===== src/rtl/m4a_pkg.sv =====
package m4a_pkg;

  localparam int DATA_W   = 32;
  localparam int IDX_W    = 4;
  localparam int MODE_W   = 2;
  localparam int PADDR_W  = 3;
  localparam int PDATA_W  = 32;
  localparam int DIM_DEF  = 4;
  localparam int FRAC_DEF = 16;

  typedef enum logic [MODE_W-1:0] {
    OP_ADD   = 2'd0,
    OP_SUB   = 2'd1,
    OP_MUL   = 2'd2,
    OP_SCALE = 2'd3
  } op_t;

  typedef enum logic {
    REG_OP_MODE = 1'b0,
    REG_SCALE   = 1'b1
  } reg_t;

  localparam op_t                      MODE_RST  = OP_MUL;
  localparam logic signed [DATA_W-1:0] SCALE_RST = 32'sd65536;

  typedef enum logic [1:0] {
    ST_LOAD,
    ST_ISSUE,
    ST_WAIT
  } seq_state_t;

  typedef struct packed {
    logic vld;
    logic first;
    logic last;
  } tok_t;

  typedef struct packed {
    tok_t             tok;
    logic [IDX_W-1:0] index;
    logic             last_res;
  } seq_ctl_t;

endpackage


===== src/rtl/m4a_if.sv =====
interface m4a_in_if;
  logic                                valid;
  logic                                ready;
  logic signed [m4a_pkg::DATA_W-1:0]   a_elem;
  logic signed [m4a_pkg::DATA_W-1:0]   b_elem;
  logic        [m4a_pkg::IDX_W-1:0]    elem_index;

  modport source (output valid, a_elem, b_elem, elem_index, input ready);
  modport sink   (input valid, a_elem, b_elem, elem_index, output ready);
endinterface

interface m4a_out_if;
  logic                                valid;
  logic                                ready;
  logic signed [m4a_pkg::DATA_W-1:0]   result_elem;
  logic        [m4a_pkg::IDX_W-1:0]    result_index;
  logic                                last_result;

  modport source (output valid, result_elem, result_index, last_result, input ready);
  modport sink   (input valid, result_elem, result_index, last_result, output ready);
endinterface


===== src/rtl/m4a_store.sv =====
module m4a_store #(
  parameter int DIM = m4a_pkg::DIM_DEF,
  localparam int NELEM = DIM * DIM,
  localparam int AW = $clog2(NELEM)
) (
  input  logic                               clk,
  input  logic                               wr_en,
  input  logic [AW-1:0]                      wr_addr,
  input  logic signed [m4a_pkg::DATA_W-1:0]  wr_a,
  input  logic signed [m4a_pkg::DATA_W-1:0]  wr_b,
  input  logic [AW-1:0]                      a_addr,
  input  logic [AW-1:0]                      b_addr,
  output logic signed [m4a_pkg::DATA_W-1:0]  a_rd,
  output logic signed [m4a_pkg::DATA_W-1:0]  b_rd
);

  logic signed [m4a_pkg::DATA_W-1:0] a_mem [NELEM];
  logic signed [m4a_pkg::DATA_W-1:0] b_mem [NELEM];

  always_ff @(posedge clk) begin
    if (wr_en) begin
      a_mem[wr_addr] <= wr_a;
      b_mem[wr_addr] <= wr_b;
    end
    a_rd <= a_mem[a_addr];
    b_rd <= b_mem[b_addr];
  end

endmodule


===== src/rtl/m4a_seq.sv =====
module m4a_seq #(
  parameter int DIM = m4a_pkg::DIM_DEF,
  localparam int NELEM = DIM * DIM,
  localparam int AW = $clog2(NELEM),
  localparam int CW = $clog2(DIM)
) (
  input  logic                         clk,
  input  logic                         rst,
  input  logic                         in_valid,
  input  logic [m4a_pkg::IDX_W-1:0]    in_index,
  output logic                         in_ready,
  output logic                         wr_en,
  output logic [AW-1:0]                wr_addr,
  input  m4a_pkg::op_t                 mode,
  output logic [AW-1:0]                a_addr,
  output logic [AW-1:0]                b_addr,
  output m4a_pkg::seq_ctl_t            ctl,
  input  logic                         taken
);

  m4a_pkg::seq_state_t state, state_next;
  logic [CW-1:0] r, r_next;
  logic [CW-1:0] c, c_next;
  logic [CW-1:0] k, k_next;
  logic          start;
  logic          k_last;
  logic          rc_last;
  logic [AW-1:0] pos;

  always_ff @(posedge clk) begin
    if (rst) begin
      state <= m4a_pkg::ST_LOAD;
      r     <= '0;
      c     <= '0;
      k     <= '0;
    end else begin
      state <= state_next;
      r     <= r_next;
      c     <= c_next;
      k     <= k_next;
    end
  end

  always_comb begin
    in_ready = (state == m4a_pkg::ST_LOAD);
    wr_en    = in_valid && in_ready && (int'(in_index) < NELEM);
    wr_addr  = AW'(in_index);
    start    = wr_en && (int'(in_index) == NELEM - 1);

    k_last  = (mode == m4a_pkg::OP_MUL) ? (k == CW'(DIM - 1)) : 1'b1;
    rc_last = (r == CW'(DIM - 1)) && (c == CW'(DIM - 1));
    pos     = AW'(r) * AW'(DIM) + AW'(c);

    if (mode == m4a_pkg::OP_MUL) begin
      a_addr = AW'(r) * AW'(DIM) + AW'(k);
      b_addr = AW'(k) * AW'(DIM) + AW'(c);
    end else begin
      a_addr = pos;
      b_addr = pos;
    end

    ctl.tok.vld   = (state == m4a_pkg::ST_ISSUE);
    ctl.tok.first = (k == '0);
    ctl.tok.last  = k_last;
    ctl.index     = m4a_pkg::IDX_W'(pos);
    ctl.last_res  = rc_last;

    state_next = state;
    r_next     = r;
    c_next     = c;
    k_next     = k;

    unique case (state)
      m4a_pkg::ST_LOAD: begin
        if (start) begin
          state_next = m4a_pkg::ST_ISSUE;
          r_next     = '0;
          c_next     = '0;
          k_next     = '0;
        end
      end
      m4a_pkg::ST_ISSUE: begin
        if (k_last) begin
          state_next = m4a_pkg::ST_WAIT;
          k_next     = '0;
        end else begin
          k_next = k + 1'b1;
        end
      end
      m4a_pkg::ST_WAIT: begin
        if (taken) begin
          if (rc_last) begin
            state_next = m4a_pkg::ST_LOAD;
            r_next     = '0;
            c_next     = '0;
          end else begin
            state_next = m4a_pkg::ST_ISSUE;
            if (c == CW'(DIM - 1)) begin
              c_next = '0;
              r_next = r + 1'b1;
            end else begin
              c_next = c + 1'b1;
            end
          end
        end
      end
      default: begin
        state_next = m4a_pkg::ST_LOAD;
      end
    endcase
  end

  a_taken_in_wait: assert property (@(posedge clk) disable iff (rst)
    taken |-> state == m4a_pkg::ST_WAIT)
    else $error("result taken outside wait state");

  a_start_issues: assert property (@(posedge clk) disable iff (rst)
    start |=> state == m4a_pkg::ST_ISSUE)
    else $error("last element did not start a run");

  a_wait_holds: assert property (@(posedge clk) disable iff (rst)
    (state == m4a_pkg::ST_WAIT) && !taken
      |=> (state == m4a_pkg::ST_WAIT) && $stable(r) && $stable(c))
    else $error("position moved before result was taken");

endmodule


===== src/rtl/m4a_alu.sv =====
module m4a_alu #(
  parameter int DIM = m4a_pkg::DIM_DEF,
  parameter int FRAC_BITS = m4a_pkg::FRAC_DEF,
  localparam int NELEM = DIM * DIM,
  localparam int ACC_W = 2 * m4a_pkg::DATA_W + $clog2(DIM)
) (
  input  logic                               clk,
  input  logic                               rst,
  input  m4a_pkg::op_t                       mode,
  input  logic signed [m4a_pkg::DATA_W-1:0]  scale,
  input  logic signed [m4a_pkg::DATA_W-1:0]  a_rd,
  input  logic signed [m4a_pkg::DATA_W-1:0]  b_rd,
  input  m4a_pkg::seq_ctl_t                  ctl,
  output logic                               taken,
  m4a_out_if.source                          result_ch
);

  localparam int DW = m4a_pkg::DATA_W;
  localparam logic signed [DW-1:0] SAT_MAX = {1'b0, {(DW - 1){1'b1}}};
  localparam logic signed [DW-1:0] SAT_MIN = {1'b1, {(DW - 1){1'b0}}};

  m4a_pkg::tok_t s1, s2;
  logic signed [DW:0]        sum_c;
  logic signed [2*DW-1:0]    prod_c;
  logic signed [DW-1:0]      opb;
  logic signed [ACC_W-1:0]   term_c;
  logic signed [ACC_W-1:0]   term;
  logic signed [ACC_W-1:0]   acc;
  logic                      acc_done;
  logic signed [ACC_W-1:0]   shifted;
  logic                      fits;
  logic signed [DW-1:0]      sat;
  logic                      out_valid;
  logic signed [DW-1:0]      out_elem;
  logic [m4a_pkg::IDX_W-1:0] out_index;
  logic                      out_last;

  // shared operand unit: one multiplier and one adder, mode selects which result is the term
  always_comb begin
    opb    = (mode == m4a_pkg::OP_SCALE) ? scale : b_rd;
    sum_c  = (mode == m4a_pkg::OP_SUB) ? (a_rd - b_rd) : (a_rd + b_rd);
    prod_c = a_rd * opb;
    unique case (mode)
      m4a_pkg::OP_ADD,
      m4a_pkg::OP_SUB:   term_c = ACC_W'(sum_c);
      m4a_pkg::OP_MUL,
      m4a_pkg::OP_SCALE: term_c = ACC_W'(prod_c);
    endcase
  end

  always_comb begin
    if (mode == m4a_pkg::OP_MUL || mode == m4a_pkg::OP_SCALE) begin
      shifted = acc >>> FRAC_BITS;
    end else begin
      shifted = acc;
    end
    fits = (&shifted[ACC_W-1:DW-1]) || !(|shifted[ACC_W-1:DW-1]);
    if (fits) begin
      sat = shifted[DW-1:0];
    end else if (shifted[ACC_W-1]) begin
      sat = SAT_MIN;
    end else begin
      sat = SAT_MAX;
    end
    taken = acc_done && (!out_valid || result_ch.ready);
  end

  always_ff @(posedge clk) begin
    if (rst) begin
      s1        <= '0;
      s2        <= '0;
      acc_done  <= 1'b0;
      out_valid <= 1'b0;
    end else begin
      s1 <= ctl.tok;
      s2 <= s1;
      if (s2.vld && s2.last) begin
        acc_done <= 1'b1;
      end else if (taken) begin
        acc_done <= 1'b0;
      end
      if (taken) begin
        out_valid <= 1'b1;
      end else if (result_ch.ready) begin
        out_valid <= 1'b0;
      end
    end
  end

  always_ff @(posedge clk) begin
    if (s1.vld) begin
      term <= term_c;
    end
    if (s2.vld) begin
      acc <= s2.first ? term : (acc + term);
    end
    if (taken) begin
      out_elem  <= sat;
      out_index <= ctl.index;
      out_last  <= ctl.last_res;
    end
  end

  assign result_ch.valid        = out_valid;
  assign result_ch.result_elem  = out_elem;
  assign result_ch.result_index = out_index;
  assign result_ch.last_result  = out_last;

  a_no_overrun: assert property (@(posedge clk) disable iff (rst)
    s2.vld |-> !acc_done)
    else $error("term reached accumulator holding a finished result");

  a_done_kept: assert property (@(posedge clk) disable iff (rst)
    acc_done && !taken |=> acc_done)
    else $error("finished result dropped before output");

  a_last_pos: assert property (@(posedge clk) disable iff (rst)
    out_valid && out_last |-> out_index == m4a_pkg::IDX_W'(NELEM - 1))
    else $error("last flag on wrong position");

endmodule


===== src/rtl/matrix4_arith_unit.sv =====
// channel    | dir | payload                                   | request
// elem_ch    | in  | a_elem, b_elem, elem_index                | one element pair
// result_ch  | out | result_elem, result_index, last_result     | one result element
// apb        | cfg | 0x0 op_mode, 0x4 scale_factor              | register write
//
// the position DIM*DIM-1 starts a run of DIM*DIM results
// each result takes one term for add, subtract and scale, DIM terms
// for matrix multiply, all through the shared operand unit and the single accumulator
// elem_ch is not ready during a run; a stalled result holds the next one in the accumulator
// synchronous reset clears control state and registers; stores are undefined until loaded
module matrix4_arith_unit #(
  parameter int DIM = m4a_pkg::DIM_DEF,
  parameter int FRAC_BITS = m4a_pkg::FRAC_DEF
) (
  input  logic                          clk,
  input  logic                          rst,
  input  logic                          psel,
  input  logic                          penable,
  input  logic                          pwrite,
  input  logic [m4a_pkg::PADDR_W-1:0]   paddr,
  input  logic [m4a_pkg::PDATA_W-1:0]   pwdata,
  output logic [m4a_pkg::PDATA_W-1:0]   prdata,
  output logic                          pready,
  m4a_in_if.sink                        elem_ch,
  m4a_out_if.source                     result_ch
);

  localparam int NELEM = DIM * DIM;
  localparam int AW = $clog2(NELEM);

  m4a_pkg::op_t                       op_mode;
  logic signed [m4a_pkg::DATA_W-1:0]  scale_factor;
  logic                               cfg_wr;
  m4a_pkg::reg_t                      reg_sel;

  logic                               wr_en;
  logic [AW-1:0]                      wr_addr;
  logic [AW-1:0]                      a_addr;
  logic [AW-1:0]                      b_addr;
  logic signed [m4a_pkg::DATA_W-1:0]  a_rd;
  logic signed [m4a_pkg::DATA_W-1:0]  b_rd;
  m4a_pkg::seq_ctl_t                  ctl;
  logic                               taken;

  always_comb begin
    pready  = 1'b1;
    reg_sel = m4a_pkg::reg_t'(paddr[2]);
    cfg_wr  = psel && penable && pwrite && pready;
    unique case (reg_sel)
      m4a_pkg::REG_OP_MODE: prdata = m4a_pkg::PDATA_W'(op_mode);
      m4a_pkg::REG_SCALE:   prdata = scale_factor;
    endcase
  end

  always_ff @(posedge clk) begin
    if (rst) begin
      op_mode      <= m4a_pkg::MODE_RST;
      scale_factor <= m4a_pkg::SCALE_RST;
    end else if (cfg_wr) begin
      unique case (reg_sel)
        m4a_pkg::REG_OP_MODE: op_mode      <= m4a_pkg::op_t'(pwdata[m4a_pkg::MODE_W-1:0]);
        m4a_pkg::REG_SCALE:   scale_factor <= pwdata;
      endcase
    end
  end

  m4a_seq #(
    .DIM (DIM)
  ) u_seq (
    .clk      (clk),
    .rst      (rst),
    .in_valid (elem_ch.valid),
    .in_index (elem_ch.elem_index),
    .in_ready (elem_ch.ready),
    .wr_en    (wr_en),
    .wr_addr  (wr_addr),
    .mode     (op_mode),
    .a_addr   (a_addr),
    .b_addr   (b_addr),
    .ctl      (ctl),
    .taken    (taken)
  );

  m4a_store #(
    .DIM (DIM)
  ) u_store (
    .clk     (clk),
    .wr_en   (wr_en),
    .wr_addr (wr_addr),
    .wr_a    (elem_ch.a_elem),
    .wr_b    (elem_ch.b_elem),
    .a_addr  (a_addr),
    .b_addr  (b_addr),
    .a_rd    (a_rd),
    .b_rd    (b_rd)
  );

  m4a_alu #(
    .DIM       (DIM),
    .FRAC_BITS (FRAC_BITS)
  ) u_alu (
    .clk       (clk),
    .rst       (rst),
    .mode      (op_mode),
    .scale     (scale_factor),
    .a_rd      (a_rd),
    .b_rd      (b_rd),
    .ctl       (ctl),
    .taken     (taken),
    .result_ch (result_ch)
  );

endmodule


===== src/flat_wrapper.sv =====
// flat-port wrapper written by rule: the top's interface ports become plain ports
module matrix4_arith_unit_flat 
#(
  parameter int DIM = m4a_pkg::DIM_DEF,
  parameter int FRAC_BITS = m4a_pkg::FRAC_DEF
)
  (clk, rst, psel, penable, pwrite, paddr, pwdata, prdata, pready, elem_ch_valid, elem_ch_a_elem, elem_ch_b_elem, elem_ch_elem_index, elem_ch_ready, result_ch_valid, result_ch_result_elem, result_ch_result_index, result_ch_last_result, result_ch_ready);
  m4a_in_if elem_ch_i ();
  m4a_out_if result_ch_i ();
  input  logic clk;
  input  logic rst;
  input  logic psel;
  input  logic penable;
  input  logic pwrite;
  input  logic [m4a_pkg::PADDR_W-1:0] paddr;
  input  logic [m4a_pkg::PDATA_W-1:0] pwdata;
  output logic [m4a_pkg::PDATA_W-1:0] prdata;
  output logic pready;
  input wire logic [$bits(elem_ch_i.valid)-1:0] elem_ch_valid;
  input wire logic [$bits(elem_ch_i.a_elem)-1:0] elem_ch_a_elem;
  input wire logic [$bits(elem_ch_i.b_elem)-1:0] elem_ch_b_elem;
  input wire logic [$bits(elem_ch_i.elem_index)-1:0] elem_ch_elem_index;
  output wire logic [$bits(elem_ch_i.ready)-1:0] elem_ch_ready;
  output wire logic [$bits(result_ch_i.valid)-1:0] result_ch_valid;
  output wire logic [$bits(result_ch_i.result_elem)-1:0] result_ch_result_elem;
  output wire logic [$bits(result_ch_i.result_index)-1:0] result_ch_result_index;
  output wire logic [$bits(result_ch_i.last_result)-1:0] result_ch_last_result;
  input wire logic [$bits(result_ch_i.ready)-1:0] result_ch_ready;
  assign elem_ch_i.valid = elem_ch_valid;
  assign elem_ch_i.a_elem = elem_ch_a_elem;
  assign elem_ch_i.b_elem = elem_ch_b_elem;
  assign elem_ch_i.elem_index = elem_ch_elem_index;
  assign elem_ch_ready = elem_ch_i.ready;
  assign result_ch_valid = result_ch_i.valid;
  assign result_ch_result_elem = result_ch_i.result_elem;
  assign result_ch_result_index = result_ch_i.result_index;
  assign result_ch_last_result = result_ch_i.last_result;
  assign result_ch_i.ready = result_ch_ready;
  matrix4_arith_unit #(.DIM(DIM), .FRAC_BITS(FRAC_BITS)) u_core (.clk(clk), .rst(rst), .psel(psel), .penable(penable), .pwrite(pwrite), .paddr(paddr), .pwdata(pwdata), .prdata(prdata), .pready(pready), .elem_ch(elem_ch_i), .result_ch(result_ch_i));
endmodule

===== config.mk =====
export PLATFORM = sky130hd
export DESIGN_NAME = matrix4_arith_unit_flat
export DESIGN_NICKNAME = d
export VERILOG_FILES = /design/src/rtl/m4a_pkg.sv /design/src/rtl/m4a_if.sv /design/src/rtl/m4a_store.sv /design/src/rtl/m4a_seq.sv /design/src/rtl/m4a_alu.sv /design/src/rtl/matrix4_arith_unit.sv /design/src/flat_wrapper.sv
export SDC_FILE = /design/constraint.sdc
export NUM_CORES = 2
export LEC_CHECK = 0
export ABC_AREA = 1
export BUFFER_PORTS_ARGS = -buffer_cell sky130_fd_sc_hd__buf_2
export CAP_MARGIN = 5
export CORE_MARGIN = 3
export CORE_UTILIZATION = 70
export CTS_BUF_LIST = sky130_fd_sc_hd__clkbuf_2
export DETAILED_ROUTE_END_ITERATION = 6
export HOLD_SLACK_MARGIN = 0.15
export PLACE_DENSITY = 0.87
export SYNTH_ARGS = -nofsm -noshare
export SYNTH_HDL_FRONTEND = slang
export SYNTH_HIERARCHICAL = 1
export SYNTH_SLANG_ARGS = --single-unit

===== constraint.sdc =====
create_clock -name clk -period 12.4 [get_ports clk]
set_input_delay 0 -clock clk [delete_from_list [all_inputs] [get_ports clk]]
set_output_delay 0 -clock clk [all_outputs]
set_load 0.05 [all_outputs]

==> results.yml, run 1 <==
placed_design:
  dp.cells: 13200
  port_buffers: 178
  hpwl_um: 226000
  gp_congestion: 1.07
cts:
  cts_buffer_depth: 4
  cts_made_buffers: 327
  post-cts-setup-buffers: 0
  root_buffer: "clkbuf_2"
  htreeDepth: 5
  clock_sinks: 1305
synthesis:
  synth.ff_latch_count: 1305
  syn_area_mm2: 0.100
  ys.flop_type: "edfxtp_1"
  synth_top_area_frac: 0.357
  synthArstFlopShare: 0
  synthCells: 11500
  syn_area_per_cell_um2: 8.74
  synth_common_cells: "nand2_1 (3,177), inv_1 (2,296), edfxtp_1 (1,191)"
  yosys-top-cells-area: "edfxtp_1 (36%), fa_1 (22%), nand2_1 (12%)"
  synth.distinct_cells: 49
  ys_warn_count: 6
  yosysMostFrequentCell: "nand2_1"
  syn_nets: 12900
  ys_seq_area_frac: 0.380
  synth_edf_count: 1191
  synth_top_area_cell: "edfxtp_1"
die:
  ios: 182
  die_h_um: 384
  start_util: 0.706
  fp-row-count: 138
  die_w_um: 384
global_routing:
  antenna_found_initial: 51
  grt_usage: 0.621
  gr-total-overflow: 18
  grt_max_degree: 226
outcome:
  lastStage: "global routing"
  status: "stopped before the end"
  error: "[ERROR GRT-0232] Routing congestion too high. Check the congestion heatmap in the GUI."
cell families after synthesis:
group | synth area share
buffers and inverters | 0.113
xor gates and xnor gates | 0.00472
AOI/OAI and AO/OA | 0.0312
muxes | 0.0000999
DFF | 0.380
other | 0.0000374
adders and majority gates | 0.252
and+or+nand+nor | 0.219
through the flow:
| stage | setup slack [ns] | util | cell area (um^2) |
|---|---|---|---|
| 4_1_cts | 1.95 | 0.768 | 109000 |
| 3_5_place_dp | 1.98 | 0.719 | 102000 |
| 3_3_place_gp | 2.13 | 0.719 | 102000 |
| 2_1_floorplan | 4.44 | - | 100000 |
layer usage:
layer,overflow,GRT usage
met1,2,0.672
met2,5,0.793
met3,3,0.425
met4,8,0.537
met5,0,0.233
timing repair:
item	in CTS
endpoints found under the setup margin	0
hold buffers	421
hold endpoints to repair	2135
gates resized for setup	0
==> run 2, diff against run 1 <==
--- a/config.mk
+++ b/config.mk
@@ -9,11 +9,9 @@
 export BUFFER_PORTS_ARGS = -buffer_cell sky130_fd_sc_hd__buf_2
 export CAP_MARGIN = 5
 export CORE_MARGIN = 3
-export CORE_UTILIZATION = 70
-export CTS_BUF_LIST = sky130_fd_sc_hd__clkbuf_2
+export CORE_UTILIZATION = 40
 export DETAILED_ROUTE_END_ITERATION = 6
-export HOLD_SLACK_MARGIN = 0.15
-export PLACE_DENSITY = 0.87
+export PLACE_DENSITY_LB_ADDON = 0.15
 export SYNTH_ARGS = -nofsm -noshare
 export SYNTH_HDL_FRONTEND = slang
 export SYNTH_HIERARCHICAL = 1
==> run 2 against run 1 <==
Compared with the run above:
- the flow now finishes without violations
- synthesized area unchanged
- synthesized cell count unchanged
==> results.yml, run 2 <==
cells_and_area:
  final_cell_mix: "nand2_1 (3,175), inv_1 (2,291), edfxtp_1 (1,191)"
  syn2layout_area_growth_pct: 10.4
  reg_top3: "u_core/u_store/a_mem: 512 flops, u_core/u_store/b_mem: 512 flops, u_core/u_alu/acc: 66 flops"
  nNetsFinal: 13100
  final_core_util: 0.445
  layout_commonest_cell: "nand2_1"
  layout-drive-gt1-share: 0.0562
  stdcell_count: 15100
critical_path:
  required_ns: 12.89
  worstPathMaxFanout: 64
  crit_type: "register to register"
  crit_arrival_ns: 10.34
  start_kind: "register"
  crit_path_end_kind: "register"
synthesis:
  synth_top_area_cell: "edfxtp_1"
  yosysMostFrequentCell: "nand2_1"
  syn_nets: 12900
  synth_edf_count: 1191
  synthArstFlopShare: 0
  synth.distinct_cells: 49
  synthCells: 11500
  synth_common_cells: "nand2_1 (3,177), inv_1 (2,296), edfxtp_1 (1,191)"
  syn_area_mm2: 0.100
  synth.ff_latch_count: 1305
  ys_warn_count: 6
  ys.flop_type: "edfxtp_1"
  syn_area_per_cell_um2: 8.74
  ys_seq_area_frac: 0.380
  synth_top_area_frac: 0.357
  yosys-top-cells-area: "edfxtp_1 (36%), fa_1 (22%), nand2_1 (12%)"
sta:
  rsz0062_at_grt: "no"
  finalMaxSlewViolations: 0
  setup_viol: 0
  final.period_utilization: 0.794
  period_minus_slack_ns: 9.85
  setup_tns_ns: 0
  worst_pin_slew_ns: 1.35
  slew_headroom: 0.101
  finalHoldViolations: 0
  worst_clock_skew_ns: 0.0714
  worst_slack_ns: 2.55
  fmax_ghz: 0.102
die:
  die_w_um: 507
  ios: 182
  die_area_mm2: 0.257
  die_h_um: 507
  core-area_mm2: 0.249
  fp-row-count: 183
  start_util: 0.403
cts:
  clock_latency_ns: 0.82
  cts_tree: "yes"
  clock_sinks: 1305
  cts_made_buffers: 148
  cts_buffer_depth: 3
  htreeDepth: 4
  root_buffer: "clkbuf_16"
  post_cts_resized: 0
  cts.clk_slew.worst_paths_ns: 0.06
outcome:
  status: "complete, no violations"
detailed_routing:
  avgViaCountPerCell: 5.14
  wire_per_inst_um: 23.0
  drt-total-wl_um: 348000
  firstDrtPassIters: 6
  drtIter0Drc: 6602
  drtAntennaViolNets: 0
  drc: 0
  via_count: 77700
global_routing:
  grt_usage: 0.269
  antenna_found_initial: 27
  gr-total-overflow: 0
  grt_first_pass_wirelength_um: 510000
  grt_max_degree: 107
  first_global_vias: 77000
placed_design:
  hpwl_um: 247000
  dp_slack_ns: 2.39
  port_buffers: 178
  dp.cells: 14700
  gp_congestion: 0.983
hold_path:
  min_path_type: "input pin to register"
run:
  max_cap_violations: 0
run 2: cell counts after synthesis:
Identical to the previous run, type by type.
run 2: area by class of cell:
type                            instances  area (um^2)
Multi-Input combinational cell       7374        51100
Tap cell                             3330         4170
Fill cell                           24400       138000
Sequential cell                      1305        38100
Antenna cell                           11         27.5
Clock buffer                          199         4070
Inverter                             2327         8750
Clock inverter                         72          871
Timing Repair Buffer                  486         3650
run 2: repair_timing:
| item | in CTS | in global routing |
|---|---|---|
| hold buffers | 158 | 0 |
| endpoints found under the hold margin | 1097 | 0 |
| buffers inserted | 0 | 0 |
run 2: cells by family (layout without fill, tap and decap cells):
| kind of cell | count (synthesis) | count (layout) | synth area share |
|---|---|---|---|
| buffers and inverters | 2788 | 3084 | 0.113 |
| AOI/OAI and AO/OA | 575 | 575 | 0.0312 |
| xor gates and xnor gates | 54 | 54 | 0.00472 |
| muxes | 1 | 1 | 0.0000999 |
| other | 1 | 12 | 0.0000374 |
| and+or+nand+nor | 5373 | 5373 | 0.219 |
| DFF | 1305 | 1305 | 0.380 |
| adders and majority gates | 1370 | 1370 | 0.252 |
run 2: metrics by stage:
step	hold WS, ns	cell area [um^2]
2_1_floorplan	0.0691	100000
3_3_place_gp	0.239	104000
3_5_place_dp	0.251	104000
4_1_cts	0.000112	111000
5_1_grt	0.0771	111000
6_report	0.0633	111000
run 2: path summary, 6_finish.rpt:
check                         from                          end  slack, ns  cells after the start
min          elem_ch_elem_index[1]  u_core/u_store/a_mem[8][30]       0.06                      4
min reg2reg     u_core/u_alu/s1[0]           u_core/u_alu/s2[0]       0.42                      2
max reg2reg      u_core/op_mode[0]        u_core/u_alu/term[54]       2.55                     27
max              u_core/op_mode[0]        u_core/u_alu/term[54]       2.55                     27
run 2: critical path, cell delays in order (launching register included):
cell	delay, ns
dfxtp_1	0.37
nand2_4	0.41
o21ai_0	1.14
nor2_1	0.22
fa_1	0.65
fa_1	0.47
fa_2	0.85
fa_1	0.69
inv_1	0.50
fa_1	0.63
inv_1	0.06
fa_1	0.53
inv_1	0.05
fa_1	0.47
inv_1	0.05
fa_1	0.45
ha_1	0.44
nand2_1	0.13
nor2_1	0.29
inv_1	0.07
nor2_1	0.24
nand2_1	0.12
nor4_1	0.20
nand2_1	0.15
nand2_1	0.09
nand2_1	0.05
nand3_1	0.08
nand2_1	0.06
run 2: per-layer routing:
layer	global-route usage	routed length, um	share of wire
met1	0.359	145000	0.42
met2	0.443	164000	0.47
met3	0.0400	23200	0.067
met4	0.106	15200	0.044
met5	0	98	0.00028
Power of run 2 is left out: the tool's default activity adds up to more than one toggle a clock period on the data nets, which glitch-free logic cannot reach.
